**src/rtl/stl_pkg.sv**
```systemverilog
`timescale 1ns / 1ps
`default_nettype none
// ----------------------------------------------------------------------------
// stl_pkg - shared types and tables for the script token lexer
// Token kind codes, scan states, result item and burst structs, keyword table.
// ----------------------------------------------------------------------------
package stl_pkg;

    localparam int KW_MAX_LEN  = 7;   // identifier bytes held back while a keyword is possible
    localparam int KW_TEXT_LEN = 7;   // longest keyword in the table
    localparam int NUM_KW      = 16;
    localparam int TAIL_MAX    = 3;

    localparam int LEN_W  = $clog2(KW_MAX_LEN + 1);
    localparam int CNT_W  = $clog2(KW_MAX_LEN + 2);
    localparam int IDX_W  = $clog2(KW_MAX_LEN);
    localparam int TAIL_W = $clog2(TAIL_MAX + 1);
    localparam int TOT_W  = $clog2(KW_MAX_LEN + TAIL_MAX + 1);

    localparam logic [5:0] K_EOF    = 6'd0;
    localparam logic [5:0] K_IDENT  = 6'd17;
    localparam logic [5:0] K_NUMBER = 6'd18;
    localparam logic [5:0] K_GE     = 6'd20;
    localparam logic [5:0] K_LE     = 6'd21;
    localparam logic [5:0] K_EQ     = 6'd22;
    localparam logic [5:0] K_GT     = 6'd23;
    localparam logic [5:0] K_LT     = 6'd24;
    localparam logic [5:0] K_COLON  = 6'd25;
    localparam logic [5:0] K_PLUS   = 6'd26;
    localparam logic [5:0] K_MINUS  = 6'd27;
    localparam logic [5:0] K_STAR   = 6'd28;
    localparam logic [5:0] K_SLASH  = 6'd29;
    localparam logic [5:0] K_QUEST  = 6'd30;
    localparam logic [5:0] K_STRING = 6'd31;
    localparam logic [5:0] K_ERROR  = 6'd32;
    localparam logic [5:0] K_CHAR   = 6'd33;

    typedef enum logic [9:0] {
        M_IDLE   = 10'b00_0000_0001,
        M_HELD   = 10'b00_0000_0010,
        M_STREAM = 10'b00_0000_0100,
        M_NUMBER = 10'b00_0000_1000,
        M_STRING = 10'b00_0001_0000,
        M_BANG   = 10'b00_0010_0000,
        M_LINE   = 10'b00_0100_0000,
        M_BLOCK  = 10'b00_1000_0000,
        M_GT     = 10'b01_0000_0000,
        M_LT     = 10'b10_0000_0000
    } mode_t;

    typedef struct packed {
        logic [5:0] kind;
        logic [7:0] ch;
    } item_t;

    // results of one input byte: held chars first, then the tail items
    typedef struct packed {
        logic [KW_MAX_LEN-1:0][7:0] chars;
        logic [CNT_W-1:0]           flush_n;
        item_t [TAIL_MAX-1:0]       tail;
        logic [TAIL_W-1:0]          tail_n;
    } burst_t;

    function automatic item_t mk_item(input logic [5:0] kind, input logic [7:0] ch);
        item_t it;
        it.kind = kind;
        it.ch   = ch;
        return it;
    endfunction

    // keyword text, first char in the top byte, zero padded
    function automatic logic [KW_TEXT_LEN*8-1:0] kw_word(input logic [3:0] k);
        logic [KW_TEXT_LEN*8-1:0] w;
        case (k)
            4'd0:    w = "display";
            4'd1:    w = {"prompt", 8'd0};
            4'd2:    w = {"true", 24'd0};
            4'd3:    w = {"false", 16'd0};
            4'd4:    w = {"loop", 24'd0};
            4'd5:    w = "iterate";
            4'd6:    w = {"from", 24'd0};
            4'd7:    w = {"to", 40'd0};
            4'd8:    w = {"if", 40'd0};
            4'd9:    w = {"then", 24'd0};
            4'd10:   w = {"else", 24'd0};
            4'd11:   w = {"while", 16'd0};
            4'd12:   w = {"until", 16'd0};
            4'd13:   w = {"throw", 16'd0};
            4'd14:   w = {"inject", 8'd0};
            4'd15:   w = {"alias", 16'd0};
            default: w = '0;
        endcase
        return w;
    endfunction

    function automatic logic [CNT_W-1:0] kw_len(input logic [3:0] k);
        logic [CNT_W-1:0] n;
        case (k)
            4'd0, 4'd5:                        n = CNT_W'(7);
            4'd1, 4'd14:                       n = CNT_W'(6);
            4'd3, 4'd11, 4'd12, 4'd13, 4'd15:  n = CNT_W'(5);
            4'd2, 4'd4, 4'd6, 4'd9, 4'd10:     n = CNT_W'(4);
            default:                           n = CNT_W'(2);
        endcase
        return n;
    endfunction

    function automatic logic [7:0] kw_char(input logic [3:0] k, input int i);
        logic [KW_TEXT_LEN*8-1:0] w;
        logic [7:0] c;
        w = kw_word(k);
        c = 8'd0;
        if (i < KW_TEXT_LEN)
            c = w[(KW_TEXT_LEN-1-i)*8 +: 8];
        return c;
    endfunction

endpackage
`default_nettype wire

```
**src/rtl/script_token_lexer_core.sv**
```systemverilog
`timescale 1ns / 1ps
`default_nettype none
// ----------------------------------------------------------------------------
// script_token_lexer_core - streaming lexer for a small script language
// Takes source bytes and returns value chars and token kinds, one per beat.
//
//   channel  signals                                   dir  beats
//   text     text_valid/text_ready, text_byte          in   one source byte
//   token    token_valid/token_ready, token_kind,      out  one result
//            value_char, last_of_run
//
// A byte is scanned in the cycle it is taken; its results (0 to 10) are
// registered and leave one per cycle while token_ready is high, from the next cycle on.
// A byte with at most one result keeps a one byte per cycle stream while
// token_ready is high; a byte with more results holds off the next byte until its burst drains.
// The next byte is taken in the cycle the last result of a burst goes out.
// Reset puts the scanner in idle with no held identifier bytes.
// ----------------------------------------------------------------------------
module script_token_lexer_core
    import stl_pkg::*;
(
    input  wire logic       clk,
    input  wire logic       rst_n,
    input  wire logic       text_valid,
    output logic            text_ready,
    input  wire logic [7:0] text_byte,
    output logic            token_valid,
    input  wire logic       token_ready,
    output logic [5:0]      token_kind,
    output logic [7:0]      value_char,
    output logic            last_of_run
);

    burst_t            scan_burst;
    burst_t            burst_reg;
    logic [TOT_W-1:0]  new_total;
    logic [TOT_W-1:0]  total_reg;
    logic [TOT_W-1:0]  pos_reg;
    logic              busy_reg;
    logic              pos_last;
    logic              text_take;
    logic              token_take;
    logic              in_flush;
    logic [TAIL_W-1:0] tail_idx;
    item_t             cur;

    stl_scan u_scan (
        .clk       (clk),
        .rst_n     (rst_n),
        .accept    (text_take),
        .text_byte (text_byte),
        .burst     (scan_burst)
    );

    assign new_total  = TOT_W'(scan_burst.flush_n) + TOT_W'(scan_burst.tail_n);
    assign pos_last   = pos_reg == total_reg - TOT_W'(1);
    assign text_ready = !busy_reg || (token_ready && pos_last);
    assign text_take  = text_valid && text_ready;
    assign token_take = busy_reg && token_ready;

    always_ff @(posedge clk or negedge rst_n)
    begin
        if (!rst_n)
        begin
            busy_reg  <= 1'b0;
            pos_reg   <= '0;
            total_reg <= '0;
        end
        else if (text_take)
        begin
            busy_reg  <= new_total != '0;
            pos_reg   <= '0;
            total_reg <= new_total;
        end
        else if (token_take)
        begin
            if (pos_last)
                busy_reg <= 1'b0;
            else
                pos_reg <= pos_reg + TOT_W'(1);
        end
    end

    always_ff @(posedge clk)
    begin
        if (text_take)
            burst_reg <= scan_burst;
    end

    // held chars go out first, then the tail items
    assign in_flush = pos_reg < TOT_W'(burst_reg.flush_n);
    assign tail_idx = TAIL_W'(pos_reg - TOT_W'(burst_reg.flush_n));

    always_comb
    begin
        if (in_flush)
            cur = mk_item(K_CHAR, burst_reg.chars[pos_reg[IDX_W-1:0]]);
        else
            cur = burst_reg.tail[tail_idx];
    end

    assign token_valid = busy_reg;
    assign token_kind  = cur.kind;
    assign value_char  = cur.ch;
    assign last_of_run = pos_last;

    a_pos_in_range: assert property (@(posedge clk) disable iff (!rst_n)
        busy_reg |-> pos_reg < total_reg)
        else $error("burst position past end of burst");

    a_burst_starts: assert property (@(posedge clk) disable iff (!rst_n)
        text_take && new_total != '0 |=> token_valid && pos_reg == '0)
        else $error("results of a taken byte did not start");

    a_char_only_on_char: assert property (@(posedge clk) disable iff (!rst_n)
        token_valid && token_kind != K_CHAR |-> value_char == 8'd0)
        else $error("value char set on a kind result");

    a_no_take_mid_burst: assert property (@(posedge clk) disable iff (!rst_n)
        token_valid && !last_of_run |-> !text_ready)
        else $error("byte taken before burst drained");

endmodule
`default_nettype wire

```
**src/rtl/stl_scan.sv**
```systemverilog
`timescale 1ns / 1ps
`default_nettype none
// ----------------------------------------------------------------------------
// stl_scan - lexer state and per-byte scan logic
// Holds the scan state and held identifier bytes, and works out the full
// burst of results for one accepted byte combinationally.
// ----------------------------------------------------------------------------
module stl_scan
    import stl_pkg::*;
(
    input  wire logic       clk,
    input  wire logic       rst_n,
    input  wire logic       accept,
    input  wire logic [7:0] text_byte,
    output burst_t          burst
);

    localparam logic [7:0] CH_NUL    = 8'h00;
    localparam logic [7:0] CH_TAB    = 8'h09;
    localparam logic [7:0] CH_NL     = 8'h0A;
    localparam logic [7:0] CH_CR     = 8'h0D;
    localparam logic [7:0] CH_SPACE  = 8'h20;
    localparam logic [7:0] CH_BANG   = 8'h21;
    localparam logic [7:0] CH_QUOTE  = 8'h22;
    localparam logic [7:0] CH_STAR   = 8'h2A;
    localparam logic [7:0] CH_PLUS   = 8'h2B;
    localparam logic [7:0] CH_MINUS  = 8'h2D;
    localparam logic [7:0] CH_SLASH  = 8'h2F;
    localparam logic [7:0] CH_COLON  = 8'h3A;
    localparam logic [7:0] CH_LT     = 8'h3C;
    localparam logic [7:0] CH_EQ     = 8'h3D;
    localparam logic [7:0] CH_GT     = 8'h3E;
    localparam logic [7:0] CH_QUEST  = 8'h3F;
    localparam logic [7:0] CH_USCORE = 8'h5F;

    mode_t                      mode_reg, mode_next;
    logic [LEN_W-1:0]           len_reg, len_next;
    logic                       bang_reg, bang_next;
    logic [KW_MAX_LEN-1:0][7:0] held_reg;

    logic is_alpha, is_digit, is_space, ident_char, ident_start;
    logic hold_ident;
    logic [LEN_W-1:0]           len_eff;
    logic [CNT_W-1:0]           cand_len;
    logic [KW_MAX_LEN-1:0][7:0] cand;
    logic                       could_be, prefix_ok;
    logic                       kw_hit, exact_ok;
    logic [5:0]                 kw_kind;

    item_t [1:0]       idle_item;
    logic [1:0]        idle_n;
    mode_t             idle_mode;
    logic [LEN_W-1:0]  idle_len;

    logic              run_idle, pre_v;
    item_t             pre;
    logic [CNT_W-1:0]  flush_n;
    logic [1:0]        idle_n_eff;

    assign is_alpha    = (text_byte >= "a" && text_byte <= "z") ||
                         (text_byte >= "A" && text_byte <= "Z");
    assign is_digit    = text_byte >= "0" && text_byte <= "9";
    assign is_space    = text_byte == CH_SPACE || (text_byte >= CH_TAB && text_byte <= CH_CR);
    assign ident_start = is_alpha || text_byte == CH_USCORE;
    assign ident_char  = ident_start || is_digit;
    assign hold_ident  = mode_reg == M_HELD && ident_char;

    // candidate prefix: held bytes with this byte appended (or this byte alone)
    assign len_eff  = hold_ident ? len_reg : '0;
    assign cand_len = CNT_W'(len_eff) + CNT_W'(1);

    always_comb
    begin
        for (int i = 0; i < KW_MAX_LEN; i++)
        begin
            cand[i] = (LEN_W'(i) == len_eff) ? text_byte : held_reg[i];
        end
    end

    always_comb
    begin
        could_be = 1'b0;
        for (int k = 0; k < NUM_KW; k++)
        begin
            prefix_ok = kw_len(4'(k)) >= cand_len;
            for (int i = 0; i < KW_MAX_LEN; i++)
            begin
                if (CNT_W'(i) < cand_len && cand[i] != kw_char(4'(k), i))
                    prefix_ok = 1'b0;
            end
            if (prefix_ok)
                could_be = 1'b1;
        end
    end

    always_comb
    begin
        kw_hit  = 1'b0;
        kw_kind = K_IDENT;
        for (int k = 0; k < NUM_KW; k++)
        begin
            exact_ok = kw_len(4'(k)) == CNT_W'(len_reg);
            for (int i = 0; i < KW_MAX_LEN; i++)
            begin
                if (CNT_W'(i) < CNT_W'(len_reg) && held_reg[i] != kw_char(4'(k), i))
                    exact_ok = 1'b0;
            end
            if (exact_ok)
            begin
                kw_hit  = 1'b1;
                kw_kind = 6'(k + 1);
            end
        end
    end

    // fresh scan of a byte from the idle state
    always_comb
    begin
        idle_item[0] = mk_item(K_CHAR, text_byte);
        idle_item[1] = mk_item(K_ERROR, 8'd0);
        idle_n       = 2'd0;
        idle_mode    = M_IDLE;
        idle_len     = '0;
        if (text_byte == CH_NUL)
        begin
            idle_item[0] = mk_item(K_EOF, 8'd0);
            idle_n       = 2'd1;
        end
        else if (is_space)
        begin
            idle_n = 2'd0;
        end
        else if (ident_start)
        begin
            if (could_be)
            begin
                idle_mode = M_HELD;
                idle_len  = LEN_W'(1);
            end
            else
            begin
                idle_n    = 2'd1;
                idle_mode = M_STREAM;
            end
        end
        else if (is_digit)
        begin
            idle_n    = 2'd1;
            idle_mode = M_NUMBER;
        end
        else
        begin
            case (text_byte)
                CH_BANG:  idle_mode = M_BANG;
                CH_GT:    idle_mode = M_GT;
                CH_LT:    idle_mode = M_LT;
                CH_QUOTE: idle_mode = M_STRING;
                CH_EQ:    begin idle_item[0] = mk_item(K_EQ, 8'd0);    idle_n = 2'd1; end
                CH_COLON: begin idle_item[0] = mk_item(K_COLON, 8'd0); idle_n = 2'd1; end
                CH_PLUS:  begin idle_item[0] = mk_item(K_PLUS, 8'd0);  idle_n = 2'd1; end
                CH_MINUS: begin idle_item[0] = mk_item(K_MINUS, 8'd0); idle_n = 2'd1; end
                CH_STAR:  begin idle_item[0] = mk_item(K_STAR, 8'd0);  idle_n = 2'd1; end
                CH_SLASH: begin idle_item[0] = mk_item(K_SLASH, 8'd0); idle_n = 2'd1; end
                CH_QUEST: begin idle_item[0] = mk_item(K_QUEST, 8'd0); idle_n = 2'd1; end
                default:  idle_n = 2'd2;
            endcase
        end
    end

    always_comb
    begin
        mode_next = mode_reg;
        len_next  = len_reg;
        bang_next = bang_reg;
        flush_n   = '0;
        pre_v     = 1'b0;
        pre       = mk_item(K_CHAR, text_byte);
        run_idle  = 1'b0;
        unique case (mode_reg)
            M_HELD:
            begin
                if (ident_char)
                begin
                    if (len_reg < LEN_W'(KW_MAX_LEN))
                    begin
                        if (could_be)
                            len_next = len_reg + LEN_W'(1);
                        else
                        begin
                            flush_n   = cand_len;
                            mode_next = M_STREAM;
                            len_next  = '0;
                        end
                    end
                    else
                    begin
                        // too long for a keyword: release all held bytes plus this one
                        flush_n   = CNT_W'(KW_MAX_LEN);
                        pre_v     = 1'b1;
                        mode_next = M_STREAM;
                        len_next  = '0;
                    end
                end
                else
                begin
                    if (kw_hit)
                        pre = mk_item(kw_kind, 8'd0);
                    else
                    begin
                        flush_n = CNT_W'(len_reg);
                        pre     = mk_item(K_IDENT, 8'd0);
                    end
                    pre_v    = 1'b1;
                    run_idle = 1'b1;
                end
            end
            M_STREAM:
            begin
                pre_v = 1'b1;
                if (!ident_char)
                begin
                    pre      = mk_item(K_IDENT, 8'd0);
                    run_idle = 1'b1;
                end
            end
            M_NUMBER:
            begin
                pre_v = 1'b1;
                if (!is_digit)
                begin
                    pre      = mk_item(K_NUMBER, 8'd0);
                    run_idle = 1'b1;
                end
            end
            M_STRING:
            begin
                pre_v = 1'b1;
                if (text_byte == CH_QUOTE)
                begin
                    pre       = mk_item(K_STRING, 8'd0);
                    mode_next = M_IDLE;
                end
                else if (text_byte == CH_NUL)
                begin
                    // close the string, then the idle scan gives eof
                    pre      = mk_item(K_STRING, 8'd0);
                    run_idle = 1'b1;
                end
            end
            M_BANG:
            begin
                if (text_byte == CH_BANG)
                begin
                    bang_next = 1'b0;
                    mode_next = M_BLOCK;
                end
                else if (text_byte == CH_NL)
                    mode_next = M_IDLE;
                else if (text_byte == CH_NUL)
                    run_idle = 1'b1;
                else
                    mode_next = M_LINE;
            end
            M_LINE:
            begin
                if (text_byte == CH_NL)
                    mode_next = M_IDLE;
                else if (text_byte == CH_NUL)
                    run_idle = 1'b1;
            end
            M_BLOCK:
            begin
                if (text_byte == CH_NUL)
                begin
                    bang_next = 1'b0;
                    run_idle  = 1'b1;
                end
                else if (text_byte == CH_BANG)
                begin
                    if (bang_reg)
                    begin
                        bang_next = 1'b0;
                        mode_next = M_IDLE;
                    end
                    else
                        bang_next = 1'b1;
                end
                else
                    bang_next = 1'b0;
            end
            M_GT:
            begin
                pre_v = 1'b1;
                if (text_byte == CH_EQ)
                begin
                    pre       = mk_item(K_GE, 8'd0);
                    mode_next = M_IDLE;
                end
                else
                begin
                    pre      = mk_item(K_GT, 8'd0);
                    run_idle = 1'b1;
                end
            end
            M_LT:
            begin
                pre_v = 1'b1;
                if (text_byte == CH_EQ)
                begin
                    pre       = mk_item(K_LE, 8'd0);
                    mode_next = M_IDLE;
                end
                else
                begin
                    pre      = mk_item(K_LT, 8'd0);
                    run_idle = 1'b1;
                end
            end
            default:
                run_idle = 1'b1;
        endcase
        if (run_idle)
        begin
            mode_next = idle_mode;
            len_next  = idle_len;
        end
    end

    assign idle_n_eff = run_idle ? idle_n : 2'd0;

    always_comb
    begin
        burst.chars   = hold_ident ? cand : held_reg;
        burst.flush_n = flush_n;
        burst.tail_n  = TAIL_W'(pre_v) + TAIL_W'(idle_n_eff);
        if (pre_v)
        begin
            burst.tail[0] = pre;
            burst.tail[1] = idle_item[0];
            burst.tail[2] = idle_item[1];
        end
        else
        begin
            burst.tail[0] = idle_item[0];
            burst.tail[1] = idle_item[1];
            burst.tail[2] = idle_item[1];
        end
    end

    always_ff @(posedge clk or negedge rst_n)
    begin
        if (!rst_n)
        begin
            mode_reg <= M_IDLE;
            len_reg  <= '0;
            bang_reg <= 1'b0;
        end
        else if (accept)
        begin
            mode_reg <= mode_next;
            len_reg  <= len_next;
            bang_reg <= bang_next;
        end
    end

    // only entries below the held length are ever read
    always_ff @(posedge clk)
    begin
        if (accept)
            held_reg <= cand;
    end

    a_len_zero_outside_held: assert property (@(posedge clk) disable iff (!rst_n)
        mode_reg != M_HELD |-> len_reg == '0)
        else $error("held length nonzero outside held state");

    a_len_nonzero_in_held: assert property (@(posedge clk) disable iff (!rst_n)
        mode_reg == M_HELD |-> len_reg != '0)
        else $error("held state with no held bytes");

    a_bang_only_in_block: assert property (@(posedge clk) disable iff (!rst_n)
        accept && mode_reg != M_BLOCK |=> !bang_reg)
        else $error("block comment bang flag left set");

endmodule
`default_nettype wire

```
**config.mk**
```make
export PLATFORM = sky130hd
export DESIGN_NAME = script_token_lexer_core
export DESIGN_NICKNAME = d
export VERILOG_FILES = /design/src/rtl/stl_pkg.sv /design/src/rtl/script_token_lexer_core.sv /design/src/rtl/stl_scan.sv
export SDC_FILE = /design/constraint.sdc
export NUM_CORES = 1
export LEC_CHECK = 0
export ABC_CLOCK_PERIOD_IN_PS = 13600
export BUFFER_PORTS_ARGS = -buffer_cell sky130_fd_sc_hd__buf_2
export CORE_MARGIN = 4
export CORE_UTILIZATION = 49
export CTS_BUF_LIST = sky130_fd_sc_hd__clkbuf_4
export CTS_CLUSTER_SIZE = 28
export DETAILED_ROUTE_END_ITERATION = 6
export GPL_TIMING_DRIVEN = 0
export PLACE_DENSITY = 0.67
export SLEW_MARGIN = 20
export SYNTH_ARGS = -nofsm -noshare
export SYNTH_HDL_FRONTEND = slang
export SYNTH_SLANG_ARGS = --single-unit
```
**constraint.sdc**
```tcl
create_clock -name clk -period 13.6 [get_ports clk]
set_input_delay 0 -clock clk [delete_from_list [all_inputs] [get_ports clk]]
set_output_delay 0 -clock clk [all_outputs]
set_load 0.01 [all_outputs]
```
After elaboration in Yosys (flattened, before gate mapping) --
Cells that the tools add are included.
Cells by class: $lt $le $gt $ge 31, mux-type cells 362, equal/unequal tests 144, reductions and logical operators 151, $add $sub $neg 7
Operators with widths (number):
- $ne 8x7->1 const B | 98
- $mux 1 | 272
- $mux 10 | 18
- $mux 14 | 12
- $logic_and 1x1->1 | 116
- $pmux 14 s7 | 1
- $eq 8x6->1 const B | 12
- $pmux 14 s6 | 1
- $mux 5 | 16
- $reduce_bool 8->1 | 10
- $mux 8 | 8
- $pmux 10 s6 | 1
- $mux 56 | 1
- $pmux 10 s4 | 1
- $mux 3 | 11
- $bmux 14 s2 | 1
- $mux 4 | 7
- $bmux 8 s3 | 1
- $eq 3x3->1 const A | 7
- $ne 3x1->1 const B | 6
- $ge 3x4->1 const A | 4
- $ge 8x7->1 const B | 2
- $le 8x7->1 const B | 2
- $mux 13 | 1
- 59 further kinds | 86
Storage, ports and cells: output and inout port bits 17, flip-flop bits (word level) 181, logic and storage cells 722

Logic depth before layout (Yosys ltp) --
depth after elaboration 43, depth in mapped cells 34, depth with buffers taken out 28

By module --
Synthesis repeated with hierarchy kept, for this count alone.
Unflattened totals: cells, all modules 1351, area total of the unflattened synthesis 12655.9 um^2
Modules (own cells, without submodules):
- stl_scan | seq. area each 2033.2 um^2, area an instance 8090.3 um^2, cells each 1085, instances 1
- script_token_lexer_core | seq. area each 3288.2 um^2, area an instance 4565.6 um^2, cells each 266, instances 1

Worst setup path after synthesis --
OpenSTA, ideal clock, no wires.
path type flip-flop to flip-flop, start reg u_scan.mode_reg[7], end reg busy_reg, in the netlist token_valid, data arrival time 6243 ps, slack 7210 ps, stages on the path, launching flop included 29, library setup time 147 ps, required time 13453 ps, cell sequence dfrtp_1 > nor4_2 > nand3_1 > buf_2 > nor2_1 > buf_2 > clkbuf_1 > nand2_1 > inv_1 > ha_1 > ha_1 > clkbuf_1 > mux2_2 > a21oi_1 > a41oi_1 > or4b_2 > o31ai_1 > nor3b_1 > nand2_2 > a21oi_1 > o21a_1 > ha_1 > xnor2_1 > inv_1 > fa_1 > nor3b_1 > nand3_1 > nor2_1 > a221oi_1
RTL lines:
- from (decl) | line stl_scan.sv:36 | mode_t mode_reg, mode_next;
- from (signal assigned) | line stl_scan.sv:360 | mode_reg <= mode_next;
- to (signal assigned) | line script_token_lexer_core.sv:65 | busy_reg <= 1'b0;
- to (signal assigned) | line script_token_lexer_core.sv:71 | busy_reg <= new_total != '0;
- to (signal assigned) | line script_token_lexer_core.sv:78 | busy_reg <= 1'b0;
- to (decl) | line script_token_lexer_core.sv:39 | logic busy_reg;

Worst setup path in the final report --
start in text_byte[6], end reg busy_reg, in the netlist token_valid
Between the ends: cells in the longest elaborated chain, start to end 43, elaborated cells on any way between the ends 322
Ends and longest elaborated chain:
- from (decl) | line script_token_lexer_core.sv:26 | input wire logic [7:0] text_byte,
- branches (longest 40 deep; another with $ge 8x7->1)
- $add 4x2->4 (*) | line script_token_lexer_core.sv:55 | assign new_total = TOT_W'(scan_burst.flush_n) + TOT_W'(scan_burst.tail_n);
- $reduce_bool 4->1 (*) | line script_token_lexer_core.sv:71
- $mux 1 (*) | line script_token_lexer_core.sv:69 | else if (text_take)
Mark *: on every way between the ends. A chain may end at the register's enable or synchronous reset.

==> summary.md <==
| Metric | Value |
|---|---|
| Share of final-layout standard cells stronger than drive strength 1 | 13.62% |
| Max IR drop VDD | 0.0001279 V |
| CTS sink count | ~170 |
| Run status | complete, no violations |
| Crit share post-route | 65.69% |
| Kind of critical path | primary input to flop |
| Number of cell instances on the worst register-to-register path | 28 |
| Total wire length after detailed routing | 48.35 mm |
| RSZ-0062 raised after global routing | false |
| Post-synth EDFFs | 144 |
| Iteration-0 DRC Markers | about 1600 |
| Initial Util | 49.54% |
| Grt ovf | 0 |
| Sequential share of power | between 40% and 50% |
| Share of total power consumed by net switching | between 40% and 50% |
| Reg-to-reg startpoint | u_scan.mode_reg[7] |
| Number of antenna violations at the first check in global routing | 1 |
| 1st-pass router iterations | 5 |
| Total of endpoints with negative setup slack in the final report | 0 |
| Most frequent cells after synthesis | sky130_fd_sc_hd__nand2_1 (185), sky130_fd_sc_hd__edfxtp_1 (144), sky130_fd_sc_hd__nor2_1 (116) |
| Synthesized netlist net count | ~1300 |
| Leading area contributor after synthesis | sky130_fd_sc_hd__edfxtp_1 |
| WL per Instance | between 20 and 30 microns |
| Number of flip-flops in the largest register | just under 90 |
| Die outline area | about 27000 sq um |
| Gate Count Post-Synth | 1306 |
| Unique cell type count in the Yosys netlist | a little under 100 |
| Dominant register cell in the synthesized netlist | sky130_fd_sc_hd__edfxtp_1 |
| Maximum number of pins on one net before global-route repair | 80 |
| Startpoint of the most critical hold path | text_byte[4] |
| Routed vias | ~11000 |
| Combinational group share of total power | around two fifths |
| Max Clock Skew | about 59 ps |
| Input/output buffers | 26 |
| CTS tree | done |
| Die span in y | approximately 160 microns |
| Netlist area before placement | 12010 sq um |
| Share of synthesized area occupied by flip-flops and latches | 40.80% |
| Internal power | approximately 1100 uW |
| LEAKAGE | ~0.0047 uW |
| Switching component of the power | 798.6 uW |
| Clk network pwr share | 16.5% |
| R2R setup slack | ~4800 ps |
| Via density | roughly 6.7 |
| Aggregate global-route resource usage | between 30 and 40% |
| Endpoint kind of the worst setup timing path | flop |
| Number of nets in the layout | roughly 1400 |
| Pins over their slew limit | 0 |
| Headroom to the max-slew limit | 25.91% |
| Final Hold Viols | 0 |
| Total CTS buffers | 17 |
| Power density of the placed cells | between 100 and 150 nW/um^2 |
| Shortest period the worst path allows | around 8900 ps |
| Cell type of the slowest stage on the worst timing path | sky130_fd_sc_hd__or4b_2 |
| I/O pin total | 29 |
| Share of flip-flops with an asynchronous set or reset | 13.77% |
| Count of fill cells added during filler insertion | 2200 |
| Non-filler instance count after layout | about 1700 |
| Number of cells traversed by the worst hold path | 2 |
| Startpoint kind of the worst setup timing path | primary input |
| Die Width | about 160 microns |
| Average cell area after synthesis | between 9 and 10 sq um |
| Worst Path Required | approximately 14000 ps |
| Synth warnings | 0 |
| Placed Cells incl. Taps | 1658 |
| Yosys reg bits | 167 |
| Worst min-delay path category | primary input to flop |
| Global-route wire length before repair | 69.82 mm |
| Stage delay of the slowest cell on the critical path | 710 ps |
| Slew at the pin with the worst max-slew slack | around 1100 ps |
| Floorplan row count | 57 |
| Total power | approximately 1900 uW |
| Post-DRT Antenna Nets | 0 |
| Most common cell in the netlist | sky130_fd_sc_hd__nand2_1 |
| Top cells by area in the synthesized netlist | sky130_fd_sc_hd__edfxtp_1 (36%), sky130_fd_sc_hd__mux2_2 (6.0%), sky130_fd_sc_hd__nand2_1 (5.8%) |
| Residual DRC count | 0 |
| Register clock-pin slew on the reported worst setup and hold paths | roughly 180 ps |
| Detailed Place HPWL | between 30 and 40 mm |
| Maximum clock frequency | between 100 and 150 MHz |
| Number of H-tree branching levels | 4 |
| Critical Path Fanout Max | 10 |
| Area fraction of the dominant cell type after synthesis | between 30% and 40% |
| Data arrival time at the worst-slack endpoint | between 9000 and 10000 ps |
| Clock root buffer | sky130_fd_sc_hd__clkbuf_4 |
| Standard cell core area | between 20000 and 25000 sq um |
| End point of the worst hold path | u_scan.held_reg[28] |
| Synth-to-layout area growth | 8.073% |
| Reg2Reg Capture Point | token_valid |
| Placer's final routability congestion estimate | 1.099 |
| Number of gates given a new drive strength after cts | 0 |
| Setup TNS | 0 ps |
| Worst skew pair latency | approximately 600 ps |
| Max-capacitance violation count | 0 |
| CTS Buffer Depth | 2 |
| Vias in the first global route | roughly 11000 |
-- power groups by stage --
stage	Sequential [uW]	Clock, uW	Combinational (uW)
after floorplan	766	0	510
after global placement	794	0	735
after detailed placement	785	0	754
after CTS	773	306	761
after global routing	786	329	837
final	777	306	778
-- stage by stage --
step                      setup slack [ps]  cell area, sq um  hold WS [ps]  util (%)
final                                 4666             12980         105.4     53.53
after global routing                  4447             12980         55.87     53.53
after CTS                             5107             12970         39.78     53.50
after detailed placement              5087             12610         38.38     51.99
after global placement                4938             12550         34.85     51.74
after floorplan                       7210             12010        -295.6         -
-- cells by family after synthesis --
family                   share of synthesized area (%)
AO/OA/AOI/OAI                                    17.42
other                                          0.03122
adder cells (fa/ha/maj)                          2.208
buffers and inverters                            4.198
multiplexers                                     10.86
AND/OR/NAND/NOR                                  23.82
flip-flops                                       40.80
XOR/XNOR                                        0.6562
-- cell usage in the layout (no fill, tap or decap), drive strengths merged, types with 8 or more instances in the layout --
cell / count
nor4: 17
or3: 15
nand4: 23
a31oi: 28
o21ai: 80
mux2: 64
a21oi: 53
nand2b: 12
mux2i: 40
clkbuf: 76
nor2: 117
buf: 52
o31ai: 19
nor3: 30
dfrtp: 22
and2: 19
o211ai: 34
ha: 18
mux4: 8
or2: 11
inv: 52
and3: 18
nor2b: 26
nand3: 44
nand2: 186
edfxtp: 144
a211oi: 10
-- per-layer routing --
metal / up-vias / global-route usage (%) / routed length [microns]
met5: - / 0 / 0
met4: 0 / 16.14 / 2501
met3: 142 / 5.316 / 4305
met2: 738 / 55.09 / 21520
met1: 5522 / 49.40 / 20020
li1: 5017 / - / -
-- worst max-delay path: cells and delay by family --
kind                     cells  cell delay, ps
AND/OR/NAND/NOR             10            3020
buffers and inverters        9            2920
XOR/XNOR                     1             220
AO/OA/AOI/OAI                7            2150
adder cells (fa/ha/maj)      4            1020
-- worst max path at each step --
stage               slack, ps           to  cells past startpoint               start
floorplan                7210  token_valid                     28  u_scan.mode_reg[7]
global placement         4940  token_valid                     30        text_byte[5]
detailed placement       5090  token_valid                     30        text_byte[6]
CTS                      5110  token_valid                     28  u_scan.mode_reg[7]
global route             4450  token_valid                     28  u_scan.mode_reg[7]
finish                   4670  token_valid                     31        text_byte[6]
-- cell type report --
type	count	area (sq um)	share of cell area [%]
Timing Repair Buffer	35	265.3	2.043
Multi-Input combinational cell	1013	6613	50.94
Antenna cell	1	2.502	0.01928
Sequential cell	167	4901	37.75
Tap cell	324	405.4	3.123
Clock buffer	18	135.1	1.041
Buffer	81	335.3	2.583
Clock inverter	14	150.1	1.157
Inverter	45	173.9	1.340
-- timing repair --
action / in CTS / in global routing
hold buffers: 7 / 0
endpoints found under the hold margin: 31 / 0
buffers inserted: 0 / 0
Power figures use the tool's default switching activity.
